$ cat config.mk
export PLATFORM = sky130hd
export DESIGN_NAME = mnp_frame_receiver_crc16_unit
export DESIGN_NICKNAME = d
export VERILOG_FILES = /design/src/mfr_pkg.sv /design/src/mfr_crc16.sv /design/src/mfr_fsm.sv /design/src/mnp_frame_receiver_crc16_unit.sv
export VERILOG_INCLUDE_DIRS = /design/src /design/src/src
export SDC_FILE = /design/constraint.sdc
export NUM_CORES = 1
export LEC_CHECK = 0
export BUFFER_PORTS_ARGS = -buffer_cell sky130_fd_sc_hd__buf_2
export CAP_MARGIN = 20
export CORE_UTILIZATION = 50
export DETAILED_ROUTE_END_ITERATION = 7
export HOLD_SLACK_MARGIN = 0.03
export PLACE_DENSITY_LB_ADDON = 0.3
export SLEW_MARGIN = 20
export SYNTH_ARGS = -nofsm -noshare
export SYNTH_HDL_FRONTEND = slang
export SYNTH_SLANG_ARGS = --single-unit
$ cat constraint.sdc
create_clock -name clk_i -period 5.3 [get_ports clk_i]
set_input_delay 0.795 -clock clk_i [delete_from_list [all_inputs] [get_ports clk_i]]
set_output_delay 0.795 -clock clk_i [all_outputs]
set_load 0.005 [all_outputs]
$ cat src/mnp_frame_receiver_crc16_unit_macros.svh
// Assertion helpers shared by the receiver RTL.
`ifndef MNP_FRAME_RECEIVER_CRC16_UNIT_MACROS_SVH
`define MNP_FRAME_RECEIVER_CRC16_UNIT_MACROS_SVH

// Same-cycle implication, disabled during reset.
`define MFR_ASSERT_NOW(label, clk, rst_n, ante, cons) \
  label: assert property (@(posedge clk) disable iff (!rst_n) (ante) |-> (cons)) \
    else $error("mfr assertion failed");

// Next-cycle implication, disabled during reset.
`define MFR_ASSERT_NEXT(label, clk, rst_n, ante, cons) \
  label: assert property (@(posedge clk) disable iff (!rst_n) (ante) |=> (cons)) \
    else $error("mfr assertion failed");

`endif

$ cat src/mfr_pkg.sv
// ----------------------------------------------------------------------------
// mfr_pkg
// Types and constants for the DLE framed CRC-16 frame receiver.
// ----------------------------------------------------------------------------
`timescale 1ns / 1ps

package mfr_pkg;

  localparam int MaxFrameDefault = 512;

  localparam logic [7:0]  SyncByte   = 8'h16;
  localparam logic [7:0]  DleByte    = 8'h10;
  localparam logic [7:0]  StxByte    = 8'h02;
  localparam logic [7:0]  EtxByte    = 8'h03;
  localparam logic [15:0] CrcPoly    = 16'hA001;
  localparam logic [9:0]  MaxLenInit = 10'd512;

  typedef enum logic [6:0] {
    PH_HUNT1 = 7'b0000001,
    PH_HUNT2 = 7'b0000010,
    PH_HUNT3 = 7'b0000100,
    PH_BODY  = 7'b0001000,
    PH_ESC   = 7'b0010000,
    PH_FCSLO = 7'b0100000,
    PH_FCSHI = 7'b1000000
  } phase_e;

  typedef enum logic [2:0] {
    KIND_BODY = 3'd0,
    KIND_GOOD = 3'd1,
    KIND_FCS  = 3'd2,
    KIND_ESC  = 3'd3,
    KIND_LONG = 3'd4
  } kind_e;

  typedef struct packed {
    logic       valid;
    kind_e      kind;
    logic [7:0] data;
    logic [8:0] index;
    logic [9:0] length;
    logic [7:0] ftype;
  } result_t;

endpackage

$ cat src/mfr_crc16.sv
// ----------------------------------------------------------------------------
// mfr_crc16
// One-byte update of the reflected CRC-16, LSB first.
// ----------------------------------------------------------------------------
`timescale 1ns / 1ps

module mfr_crc16 (
  input  logic [15:0] crc_i,
  input  logic [7:0]  data_i,
  output logic [15:0] crc_o
);

  always_comb begin
    logic [15:0] c;
    logic [7:0]  b;
    c = crc_i;
    b = data_i;
    for (int k = 0; k < 8; k++) begin
      if (c[0] ^ b[0]) begin
        c = (c >> 1) ^ mfr_pkg::CrcPoly;
      end else begin
        c = c >> 1;
      end
      b = b >> 1;
    end
    crc_o = c;
  end

endmodule

$ cat src/mfr_fsm.sv
// ----------------------------------------------------------------------------
// mfr_fsm
// Frame state: start hunt, DLE unstuffing, body count, CRC and FCS check.
// ----------------------------------------------------------------------------
`timescale 1ns / 1ps

module mfr_fsm #(
  parameter int MAX_FRAME = mfr_pkg::MaxFrameDefault
) (
  input  logic              clk_i,
  input  logic              rst_ni,
  input  logic              en_i,
  input  logic [7:0]        data_i,
  input  logic [9:0]        max_len_i,
  output mfr_pkg::result_t  res_o
);

  localparam int CW = $clog2(MAX_FRAME + 1);
  localparam int LW = (CW > 10) ? CW : 10;

  mfr_pkg::phase_e phase_q, phase_d;
  logic [15:0]     crc_q, crc_d, crc_next;
  logic [CW-1:0]   cnt_q, cnt_d;
  logic [7:0]      type_q, type_d;

  logic [LW-1:0]   limit, ml_ext, mf_ext, cnt_ext, cnt_d_ext;
  logic            take_body;

  mfr_crc16 u_crc (
    .crc_i  (crc_q),
    .data_i (data_i),
    .crc_o  (crc_next)
  );

  assign ml_ext    = LW'(max_len_i);
  assign mf_ext    = LW'(MAX_FRAME);
  assign limit     = (ml_ext > mf_ext) ? mf_ext : ml_ext;
  assign cnt_ext   = LW'(cnt_q);
  assign cnt_d_ext = LW'(cnt_d);

  always_comb begin
    phase_d   = phase_q;
    crc_d     = crc_q;
    cnt_d     = cnt_q;
    type_d    = type_q;
    take_body = 1'b0;
    res_o     = '0;
    res_o.kind = mfr_pkg::KIND_BODY;

    case (phase_q)
      mfr_pkg::PH_HUNT1: begin
        if (data_i == mfr_pkg::SyncByte) phase_d = mfr_pkg::PH_HUNT2;
      end
      mfr_pkg::PH_HUNT2: begin
        phase_d = (data_i == mfr_pkg::DleByte) ? mfr_pkg::PH_HUNT3 : mfr_pkg::PH_HUNT1;
      end
      mfr_pkg::PH_HUNT3: begin
        if (data_i == mfr_pkg::StxByte) begin
          phase_d = mfr_pkg::PH_BODY;
          crc_d   = '0;
          cnt_d   = '0;
          type_d  = '0;
        end else begin
          phase_d = mfr_pkg::PH_HUNT1;
        end
      end
      mfr_pkg::PH_BODY: begin
        if (data_i == mfr_pkg::DleByte) phase_d = mfr_pkg::PH_ESC;
        else take_body = 1'b1;
      end
      mfr_pkg::PH_ESC: begin
        if (data_i == mfr_pkg::DleByte) begin
          take_body = 1'b1;
        end else if (data_i == mfr_pkg::EtxByte) begin
          crc_d   = crc_next;
          phase_d = mfr_pkg::PH_FCSLO;
        end else begin
          phase_d    = mfr_pkg::PH_HUNT1;
          res_o.valid = 1'b1;
          res_o.kind  = mfr_pkg::KIND_ESC;
        end
      end
      mfr_pkg::PH_FCSLO: begin
        if (crc_q[7:0] != data_i) begin
          phase_d     = mfr_pkg::PH_HUNT1;
          res_o.valid = 1'b1;
          res_o.kind  = mfr_pkg::KIND_FCS;
        end else begin
          phase_d = mfr_pkg::PH_FCSHI;
        end
      end
      mfr_pkg::PH_FCSHI: begin
        phase_d     = mfr_pkg::PH_HUNT1;
        res_o.valid = 1'b1;
        res_o.kind  = (crc_q[15:8] != data_i) ? mfr_pkg::KIND_FCS : mfr_pkg::KIND_GOOD;
      end
      default: begin
        phase_d = mfr_pkg::PH_HUNT1;
      end
    endcase

    if (take_body) begin
      crc_d       = crc_next;
      res_o.valid = 1'b1;
      if (cnt_ext >= limit) begin
        // over the limit: byte dropped, frame aborted
        phase_d    = mfr_pkg::PH_HUNT1;
        res_o.kind = mfr_pkg::KIND_LONG;
      end else begin
        if (cnt_q == CW'(1)) type_d = data_i;
        cnt_d       = cnt_q + CW'(1);
        phase_d     = mfr_pkg::PH_BODY;
        res_o.data  = data_i;
        res_o.index = cnt_ext[8:0];
      end
    end

    res_o.length = cnt_d_ext[9:0];
    res_o.ftype  = type_d;
  end

  always_ff @(posedge clk_i or negedge rst_ni) begin
    if (!rst_ni) begin
      phase_q <= mfr_pkg::PH_HUNT1;
      crc_q   <= '0;
      cnt_q   <= '0;
      type_q  <= '0;
    end else if (en_i) begin
      phase_q <= phase_d;
      crc_q   <= crc_d;
      cnt_q   <= cnt_d;
      type_q  <= type_d;
    end
  end

endmodule

$ cat src/mnp_frame_receiver_crc16_unit.sv
// A byte in the input register passes through the frame logic to the result register
//   when the input register advances; its result (if any) is visible once loaded.
// Throughput: one byte per cycle; the input register advances whenever the
//   result register is empty or its transfer completes in that cycle.
// Reset: asynchronous, active low; hunt restarts, CRC/count/type clear,
//   max_length returns to 512, both registers empty.
// ----------------------------------------------------------------------------
// mnp_frame_receiver_crc16_unit
// DLE framed serial receiver with CRC-16 frame check, one byte per cycle unless stalled.
// ----------------------------------------------------------------------------
`timescale 1ns / 1ps
`include "mnp_frame_receiver_crc16_unit_macros.svh"

module mnp_frame_receiver_crc16_unit #(
  parameter int MAX_FRAME = mfr_pkg::MaxFrameDefault
) (
  input  logic       clk_i,
  input  logic       rst_ni,
  input  logic       cfg_we_i,
  input  logic [9:0] cfg_wdata_i,
  input  logic       in_valid_i,
  output logic       in_stall_o,
  input  logic [7:0] rx_byte_i,
  output logic       out_valid_o,
  input  logic       out_stall_i,
  output logic [2:0] out_kind_o,
  output logic [7:0] out_byte_o,
  output logic [8:0] out_index_o,
  output logic [9:0] frame_length_o,
  output logic [7:0] frame_type_o
);

  logic             in_valid_q;
  logic [7:0]       in_byte_q;
  logic [9:0]       max_len_q;
  logic             adv;
  mfr_pkg::result_t res;

  logic             out_valid_q;
  logic [2:0]       out_kind_q;
  logic [7:0]       out_byte_q;
  logic [8:0]       out_index_q;
  logic [9:0]       out_len_q;
  logic [7:0]       out_type_q;

  // input register moves on when the result slot is free or being taken
  assign adv        = in_valid_q && (!out_valid_q || !out_stall_i);
  assign in_stall_o = in_valid_q && !adv;

  always_ff @(posedge clk_i or negedge rst_ni) begin
    if (!rst_ni) begin
      max_len_q <= mfr_pkg::MaxLenInit;
    end else if (cfg_we_i) begin
      max_len_q <= cfg_wdata_i;
    end
  end

  always_ff @(posedge clk_i or negedge rst_ni) begin
    if (!rst_ni) begin
      in_valid_q <= 1'b0;
    end else if (!in_stall_o) begin
      in_valid_q <= in_valid_i;
    end
  end

  always_ff @(posedge clk_i) begin
    if (!in_stall_o && in_valid_i) in_byte_q <= rx_byte_i;
  end

  mfr_fsm #(
    .MAX_FRAME (MAX_FRAME)
  ) u_fsm (
    .clk_i     (clk_i),
    .rst_ni    (rst_ni),
    .en_i      (adv),
    .data_i    (in_byte_q),
    .max_len_i (max_len_q),
    .res_o     (res)
  );

  always_ff @(posedge clk_i or negedge rst_ni) begin
    if (!rst_ni) begin
      out_valid_q <= 1'b0;
    end else if (adv) begin
      out_valid_q <= res.valid;
    end else if (!out_stall_i) begin
      out_valid_q <= 1'b0;
    end
  end

  always_ff @(posedge clk_i) begin
    if (adv && res.valid) begin
      out_kind_q  <= res.kind;
      out_byte_q  <= res.data;
      out_index_q <= res.index;
      out_len_q   <= res.length;
      out_type_q  <= res.ftype;
    end
  end

  assign out_valid_o    = out_valid_q;
  assign out_kind_o     = out_kind_q;
  assign out_byte_o     = out_byte_q;
  assign out_index_o    = out_index_q;
  assign frame_length_o = out_len_q;
  assign frame_type_o   = out_type_q;

  `MFR_ASSERT_NOW(a_body_len, clk_i, rst_ni,
    out_valid_o && (out_kind_o == mfr_pkg::KIND_BODY),
    frame_length_o[8:0] == (out_index_o + 9'd1))
  `MFR_ASSERT_NOW(a_end_zero, clk_i, rst_ni,
    out_valid_o && (out_kind_o != mfr_pkg::KIND_BODY),
    (out_byte_o == 8'd0) && (out_index_o == 9'd0))
  `MFR_ASSERT_NEXT(a_in_load, clk_i, rst_ni,
    !in_stall_o,
    in_valid_q == $past(in_valid_i))

endmodule

==> results_dict.tcl, run 1 <==
set metrics [dict create \
    ys_warn_count 0 \
    crit_chain "nor4_1 > nand2_1 > o41ai_1 > nand2_1 > ha_1 > a21o_1 > a211oi_1 > o21ai_0 > a21oi_1 > a311oi_1 > a31o_2" \
    synth.avg_cell_area_um2 11.2 \
    area_growth_pct 11.8 \
    dpl_cell_area_mm2 0.00541 \
    cts_tree "built" \
    multi_input_area_mm2 0.00217 \
    cts_resized 0 \
    final-hold-violation-count 0 \
    crit_family "compound AO/OA/AOI/OAI gates" \
    cts_hold_buf 0 \
    worst-path-buf-inv 0 \
    numCtsBuffers 9 \
    power.density_mw_per_mm2 257 \
    period_needed_ns 3.95 \
    drtPass1Iterations 4 \
    slowest_delay_ns 0.87 \
    final_cell_mix "buf_2, nand2_1, dfrtp_1" \
    crit_required_ns 5.43 \
    cts.sinks 99 \
    path_class "flip-flop to flip-flop" \
    clk_latency_ns 0.37 \
    clkTransAtPathRegs_ns 0.09 \
    dp_slack_ns 1.38 \
    cap_viol_max_count 0 \
    hpwl_mm 7.40 \
    vias 3572 \
    maxSlewViolCount 0 \
    grt_max_degree 54 \
    slew_headroom_pct 34.7 \
    slowest_stage "a21oi_1" \
    p_leak_nw 2.19 \
    min_path_cells 1 \
    start_kind "flip-flop" \
    crit_path_end_kind "flip-flop" \
    wl_mm 10.3 \
    drc 0 \
    grt_pass1_vias 3319 \
    cpMostUsedCell "nand2_1" \
    synth_ff_type "dfrtp_1" \
    synth_seq_cells 99 \
    setup_viol 0 \
    reg2reg_from "max_len_q[3]" \
    grt.overflow.total 0 \
    fmaxAchievable_mhz 253 \
    clk_path_buf_depth 2 \
    fin_area_mm2 0.00558 \
    hp-start "u_fsm.type_q[2]" \
    syn_area_mm2 0.00499 \
    ios 63 \
    fin_nets 536 \
    post_cts_buffers 0 \
    tightest_slew_ns 0.969 \
    clock_skew_ns 0.0108 \
    power.total_mw 1.44 \
    ff_latch_area_mm2 0.00271 \
    setup_slack_ns 1.35 \
    wire_per_inst_um 16.2 \
    grt_usage_pct 21.2 \
    reg2reg_depth 11 \
    clockRootBuffer "clkbuf_8" \
    vias_per_cell 5.59 \
    diodes 0 \
    dieHeight_um 102 \
    ys_seq_area_share_pct 54.3 \
    finalNonFillerCells 639 \
    htree_levels 3 \
    io_buffers 62 \
    placedCellCount 623 \
    final_common_cell "buf_2" \
    status "finished, final reports clean" \
    antenna_found_initial 0 \
    r2r_end "frame_length_o[3]" \
    synth_cells 445 \
    rsz0062_at_grt "false" \
    drt-initial-drc-count 227 \
    crit_fanout 13 \
    grt_pass1_wl_mm 16.5 \
    synth_edf_count 46 \
    crit_arrival_ns 4.08 \
    synth_async_sr_flop_share_pct 53.5 \
    final_core_util_pct 57.3 \
    holdPathEnd "u_fsm.type_q[2]" \
    antenna_left 0 \
    gp_congestion 0.867 \
    n_fill_cell 837 \
    rrSetupSlack_ns 1.35 \
    core_mm2 0.00973 \
    start_util_pct 51.3 \
    vdd_drop_max_mv 0.113 \
    row_count 36 \
    synth_nets 480 \
    synth.distinct_cells 65 \
    fin_hold_ws_ns 0.516 \
    tns_ns 0 \
    die_area_mm2 0.0104 \
    timing.final.crit_share_pct 74.5 \
    die_w_um 102 \
    hold_class "flip-flop to flip-flop" \
    drive_above_1_share_pct 21.9 \
]
-- sequential cells by signal (all words and copies together) (netlist names) --
name,count
out_index_o,9
in_byte_q,8
frame_type_o,8
u_fsm.phase_q,7
u_fsm.crc_q,16
max_len_q,10
out_kind_o,3
frame_length_o,10
u_fsm.cnt_ext,10
in_valid_q,1
u_fsm.type_q,8
out_valid_o,1
out_byte_o,8
-- power breakdown --
group | switching, mW | internal [mW]
clock network | 0.259 | 0.171
logic | 0.0923 | 0.0662
registers | 0.0268 | 0.820
-- worst register-to-register path: cells and delay by family (launching register included) --
kind | cells | cell delay (ns)
adder cells (fa/ha/maj) | 1 | 0.21
AO/OA/AOI/OAI | 7 | 2.63
AND/OR/NAND/NOR | 3 | 0.48
flip-flops | 1 | 0.40
-- layout make-up --
class | instances | area share [%]
tap | 133 | 2.98
clock buffer | 10 | 2.29
multi-input combinational | 316 | 38.8
timing repair buffer | 64 | 5.83
inverter | 11 | 0.740
sequential | 99 | 48.6
clock inverter | 6 | 0.718
-- worst max path at each step --
stage	startpoint	endpoint	slack [ns]	depth (start not counted)
floorplan	u_fsm.phase_q[2]	frame_length_o[0]	1.31	5
global placement	max_len_q[3]	frame_length_o[4]	1.59	11
detailed placement	max_len_q[3]	frame_length_o[3]	1.38	11
CTS	max_len_q[2]	frame_length_o[3]	1.37	11
global route	max_len_q[3]	frame_length_o[3]	1.0	11
finish	max_len_q[3]	frame_length_o[3]	1.35	11
-- cells in the mapped netlist (5+ instances only) --
master,number,area (um^2)
nand2_1,54,203
dfrtp_1,51,1280
edfxtp_1,46,1380
xnor2_1,30,263
o21ai_0,29,145
nor2_1,27,101
a22o_1,14,123
clkbuf_1,13,48.8
nand3_1,13,65.1
and2_1,12,75.1
ha_1,12,150
mux2_2,11,124
inv_1,10,37.5
nand4_1,10,62.6
nor2b_1,7,43.8
nor4_1,7,43.8
a21oi_1,6,30.0
nor3_1,6,30.0
a211oi_1,5,37.5
a21o_1,5,37.5
-- cell families (layout without fill, tap and decap cells) --
family                     after synthesis  after routing  synth area share (%)
AOI/OAI and AO/OA                       98             98                  14.8
xor gates and xnor gates                34             34                  5.97
adders and majority gates               12             12                  3.01
buffers and inverters                   30             91                  2.58
DFF                                     99             99                  54.3
muxes                                   11             11                  2.48
and+or+nand+nor                        161            161                  16.9
-- layer usage --
| metal | vias to the layer above | global-route usage, % | part of all wire (%) |
|---|---|---|---|
| li1 | 1730 | - | - |
| met5 | - | 0 | 0 |
| met2 | 107 | 32.0 | 47 |
| met1 | 1712 | 29.7 | 47 |
| met3 | 23 | 3.35 | 4.1 |
| met4 | 0 | 11.1 | 2.7 |
Power figures use the tool's default switching activity.
==> run 2: changes to the inputs <==
clock period = 4.05 ns   (was 5.3 ns; I/O delays follow)
==> results_dict.tcl, run 2 (same netlist as run 1, synthesis figures left out) <==
set metrics [dict create \
    final_common_cell "buf_2" \
    area_growth_pct 13.3 \
    cts_hold_buf 0 \
    period_needed_ns 3.43 \
    vias_per_cell 5.73 \
    fmaxAchievable_mhz 292 \
    drtPass1Iterations 5 \
    grt_usage_pct 21.7 \
    hpwl_mm 7.60 \
    p_leak_nw 2.22 \
    crit_arrival_ns 3.54 \
    hold_class "input pin to asynchronous set/reset pin" \
    start_util_pct 51.3 \
    n_fill_cell 850 \
    maxSlewViolCount 0 \
    core_mm2 0.00973 \
    row_count 36 \
    antenna_left 0 \
    crit_fanout 16 \
    grt_pass1_wl_mm 17.0 \
    tightest_slew_ns 1.03 \
    critPathLaunch "max_len_q[3]" \
    diodes 0 \
    rsz0062_at_grt "false" \
    final_cell_mix "buf_2, nand2_1, dfrtp_1" \
    reg2reg_depth 10 \
    clockPowerShare_pct 34.6 \
    clkTransAtPathRegs_ns 0.10 \
    vdd_drop_max_mv 0.162 \
    clock_skew_ns 0.0143 \
    largest_register_ffs 16 \
    final-hold-violation-count 0 \
    status "finished, final reports clean" \
    ios 63 \
    p_sw_share_pct 26.1 \
    power.density_mw_per_mm2 357 \
    p_sw_mw 0.527 \
    pwr-share-seq_pct 54.9 \
    io_buffers 62 \
    pwr-share-comb_pct 10.5 \
    antenna_found_initial 0 \
    wire_per_inst_um 16.6 \
    grt_max_degree 34 \
    grt.overflow.total 0 \
    crit_required_ns 4.16 \
    crit_path_end_kind "flip-flop" \
    drt-initial-drc-count 153 \
    p_int_mw 1.49 \
    post_cts_buffers 0 \
    path_class "flip-flop to flip-flop" \
    timing.final.crit_share_pct 84.6 \
    htree_levels 3 \
    clockRootBuffer "clkbuf_8" \
    gp_congestion 0.836 \
    setup_viol 0 \
    die_w_um 102 \
    vias 3667 \
    reg2reg_from "max_len_q[3]" \
    drive_above_1_share_pct 22.5 \
    final_core_util_pct 58.1 \
    clk_latency_ns 0.38 \
    numCtsBuffers 9 \
    die_area_mm2 0.0104 \
    cts.sinks 99 \
    grt_pass1_vias 3338 \
    wl_mm 10.6 \
    cts_tree "built" \
    cts_resized 0 \
    fin_nets 537 \
    tns_ns 0 \
    drc 0 \
    regMostFlops "u_fsm.crc_q" \
    slew_headroom_pct 30.4 \
    start_kind "flip-flop" \
    cap_viol_max_count 0 \
    clk_path_buf_depth 2 \
    dieHeight_um 102 \
]
run 2: power groups by stage:
| stage | clock, mW | combinational, mW | sequential, mW |
|---|---|---|---|
| after global routing | 0.747 | 0.237 | 1.11 |
| after detailed placement | 0 | 0.210 | 1.13 |
| after floorplan | 0 | 0.164 | 1.11 |
| after global placement | 0 | 0.204 | 1.13 |
| final | 0.699 | 0.211 | 1.11 |
| after CTS | 0.706 | 0.212 | 1.11 |
run 2: final timing paths:
path                                    end  slack, ns
max reg2reg                 frame_type_o[0]       0.62
max in group asynchronous  u_fsm.phase_q[0]       2.92
min in group clk_i             in_byte_q[4]       0.40
min reg2reg                 u_fsm.type_q[7]       0.52
max                         frame_type_o[0]       0.62
min                            max_len_q[7]       0.30
run 2: per-stage QoR:
stage               cell area (um^2)  hold slack [ns]  worst slack (ns)  instances  power, mW
CTS                             5650            0.326             0.638        640       2.03
detailed placement              5430            0.491             0.652        624       1.34
global route                    5650            0.356             0.282        640       2.10
global placement                5430            0.487             0.796        624       1.33
finish                          5650            0.295             0.623        640       2.02
floorplan                       4990            0.312            0.0572        445       1.28
run 2: critical path, cell delays in order, from the launching register on:
cell and delay (ns):
dfrtp_1 0.41, nor4_1 0.27, nand2_1 0.08, o41ai_1 0.33
nand2_1 0.11, ha_1 0.20, a21o_1 0.15, a211oi_1 0.30
o21ai_0 0.44, a211oi_4 0.66, o21ai_0 0.20
run 2: routing by layer:
layer	vias up	global-route usage, %	part of all wire [%]
met1	1765	31.0	47
met3	36	2.87	4.4
met5	-	0	0
met4	0	10.2	2.8
li1	1739	-	-
met2	127	32.9	46
run 2: layout make-up:
type / count / area [um^2] / area share, %
flip-flops and latches: 99 / 2710 / 47.9
multi-input cells: 316 / 2170 / 38.3
repair buffers: 65 / 345 / 6.11
well taps: 133 / 166 / 2.94
clock buffers: 10 / 149 / 2.63
clock inverters: 6 / 75.1 / 1.33
inverters: 11 / 41.3 / 0.730
==> run 3: changes to the inputs <==
ABC_AREA = 1   (was default)
clock period = 3.4 ns   (was 4.05 ns; I/O delays follow)
==> results_dict.tcl, run 3 <==
set metrics [dict create \
    die_area_mm2 0.0107 \
    synth_cells 558 \
    synthAdderAreaFrac_pct 2.93 \
    crit_required_ns 3.54 \
    synth_mux_area_share_pct 1.76 \
    grt_pass1_wl_mm 18.0 \
    grt_pass1_vias 3841 \
    clk_path_buf_depth 2 \
    drtPass1Iterations 5 \
    drc 0 \
    cap_viol_max_count 0 \
    n_fill_cell 820 \
    crit_arrival_ns 3.14 \
    vdd_drop_max_mv 0.331 \
    synth_top_cell_by_area "edfxtp_1" \
    post_cts_buffers 0 \
    synth_top_cells_by_count "nand2_1, inv_1, dfrtp_1" \
    fin_nets 658 \
    tightest_slew_ns 0.674 \
    dpl_cell_area_mm2 0.00556 \
    io_buffers 62 \
    synthXorXnorAreaFrac_pct 1.71 \
    wl_mm 10.8 \
    multi_input_area_mm2 0.00203 \
    fmaxAchievable_mhz 334 \
    start_kind "flip-flop" \
    slowest_delay_ns 0.41 \
    synth_seq_cells 99 \
    clockRootBuffer "clkbuf_8" \
    regMostFlops "u_fsm.crc_q" \
    ys_seq_area_share_pct 52.9 \
    yosysTopAreaCellShare_pct 27.0 \
    start_util_pct 51.9 \
    final-hold-violation-count 0 \
    crit_family "simple AND/OR/NAND/NOR gates" \
    htree_levels 3 \
    setup_viol 0 \
    antenna_found_initial 0 \
    row_count 36 \
    crit_path_end_kind "flip-flop" \
    final_common_cell "nand2_1" \
    syn_area_mm2 0.00512 \
    crit_chain "nor4_1 > a31oi_1 > inv_1 > nand2_1 > ha_1 > a21oi_1 > o21ai_0 > a21oi_1 > nand2_1 > nor2_1 > inv_1 > nor2_8 > nand3_4 > nand2_1 > o21ai_2" \
    fin_area_mm2 0.00582 \
    vias 4005 \
    period_needed_ns 2.99 \
    grt.overflow.total 0 \
    diodes 0 \
    synth_nets 593 \
    synth_async_sr_flop_share_pct 53.5 \
    gp_congestion 0.900 \
    final_core_util_pct 59.0 \
    ios 63 \
    synth_edf_count 46 \
    yosys.cell_count.top_type "nand2_1" \
    antenna_left 0 \
    grt_usage_pct 22.4 \
    ys_warn_count 0 \
    clk_latency_ns 0.38 \
    power.density_mw_per_mm2 765 \
    synth.distinct_cells 41 \
    slew_headroom_pct 55.1 \
    path_class "flip-flop to flip-flop" \
    clock_skew_ns 0.0132 \
    core_mm2 0.00986 \
    cpMostUsedCell "nand2_1" \
    hold_class "input pin to asynchronous set/reset pin" \
    vias_per_cell 5.26 \
    ff_latch_area_mm2 0.00271 \
    slowest_stage "dfrtp_1" \
    final_cell_mix "nand2_1, inv_1, buf_2" \
    synth_compound_area_share_pct 10.2 \
    yosys-top-cells-area "edfxtp_1, dfrtp_1, nand2_1, inv_1, nor2_1" \
    setup_slack_ns 0.405 \
    grt_max_degree 39 \
    status "finished, final reports clean" \
    dieHeight_um 103 \
    synth.avg_cell_area_um2 9.18 \
    clkTransAtPathRegs_ns 0.10 \
    synth_top_family_by_area "simple AND/OR/NAND/NOR gates" \
    drt-initial-drc-count 167 \
    cts_tree "built" \
    tns_ns 0 \
    cts_resized 0 \
    area_growth_pct 13.5 \
    cts_hold_buf 0 \
    rsz0062_at_grt "false" \
    hpwl_mm 7.99 \
    maxSlewViolCount 0 \
    wire_per_inst_um 14.1 \
    dp_slack_ns 0.447 \
    die_w_um 103 \
    timing.final.crit_share_pct 88.1 \
    synth_ff_type "dfrtp_1" \
    synthSimpleGateAreaFrac_pct 22.9 \
    drive_above_1_share_pct 21.7 \
    power.total_mw 4.45 \
    numCtsBuffers 9 \
    crit_fanout 16 \
    worst-path-buf-inv 2 \
    p_leak_nw 2.63 \
    largest_register_ffs 16 \
    cts.sinks 99 \
]
## run 3: cell count changes after synthesis, moves of 12 or more
cell | before | now
inv_1 | 10 | 73
nand2_1 | 54 | 134
nor2_1 | 27 | 44
o21ai_1 | 2 | 23
xnor2_1 | 30 | 4
a22o_1 | 14 | 0
inv_2 | 0 | 12
nand3_1 | 13 | 28
## run 3: stage by stage
stage	hold slack [ns]	instances
after floorplan	0.214	558
after global placement	0.489	745
after detailed placement	0.497	745
after CTS	0.190	761
after global routing	0.208	761
final	0.158	761
## run 3: routing by layer
metal  global-route usage, %  up-vias  part of all wire, %
met4                    8.56        0                  2.3
met1                    30.9     1860                   46
met2                    34.9      141                   46
met5                       0        -                    0
met3                    4.91       21                  5.7
li1                        -     1983                    -
## run 3: final timing paths
check,startpoint,end,slack [ns],cells past startpoint
worst max-delay path,max_len_q[7],frame_type_o[4],0.41,15
worst min-delay path,rst_ni,u_fsm.crc_q[0],0.16,1
worst max register to register,max_len_q[7],frame_type_o[4],0.41,15
worst min register to register,u_fsm.crc_q[7],u_fsm.crc_q[7],0.51,2
max in group asynchronous,rst_ni,max_len_q[9],2.37,2
min in group clk_i,rx_byte_i[3],in_byte_q[3],0.30,1
## run 3: power by group
group | switching [mW] | leakage (nW) | total [mW] | internal (mW)
logic | 1.10 | 1.38 | 1.69 | 0.593
registers | 0.184 | 1.13 | 1.81 | 1.63
clock network | 0.427 | 0.128 | 0.944 | 0.517
## run 3: worst reg2reg max path, cell delays in order (launching register included)
cell     delay, ns
dfrtp_1       0.41
nor4_1        0.27
a31oi_1       0.13
inv_1         0.16
nand2_1       0.09
ha_1          0.32
a21oi_1       0.15
o21ai_0       0.09
a21oi_1       0.14
nand2_1       0.06
nor2_1        0.12
inv_1         0.13
nor2_8        0.22
nand3_4       0.25
nand2_1       0.16
o21ai_2       0.07
## run 3: final cells by class
cell class / instances / share of cell area, %
Clock inverter: 6 / 2.00
Inverter: 85 / 5.49
Clock buffer: 10 / 2.37
Timing Repair Buffer: 66 / 5.85
Multi-Input combinational cell: 362 / 34.8
Sequential cell: 99 / 46.6
Tap cell: 133 / 2.86
## run 3: kinds of logic after synthesis
logic type,count (synthesis)
and+or+nand+nor,254
DFF,99
buffers and inverters,97
AOI/OAI and AO/OA,78
adders and majority gates,12
xor gates and xnor gates,10
muxes,8
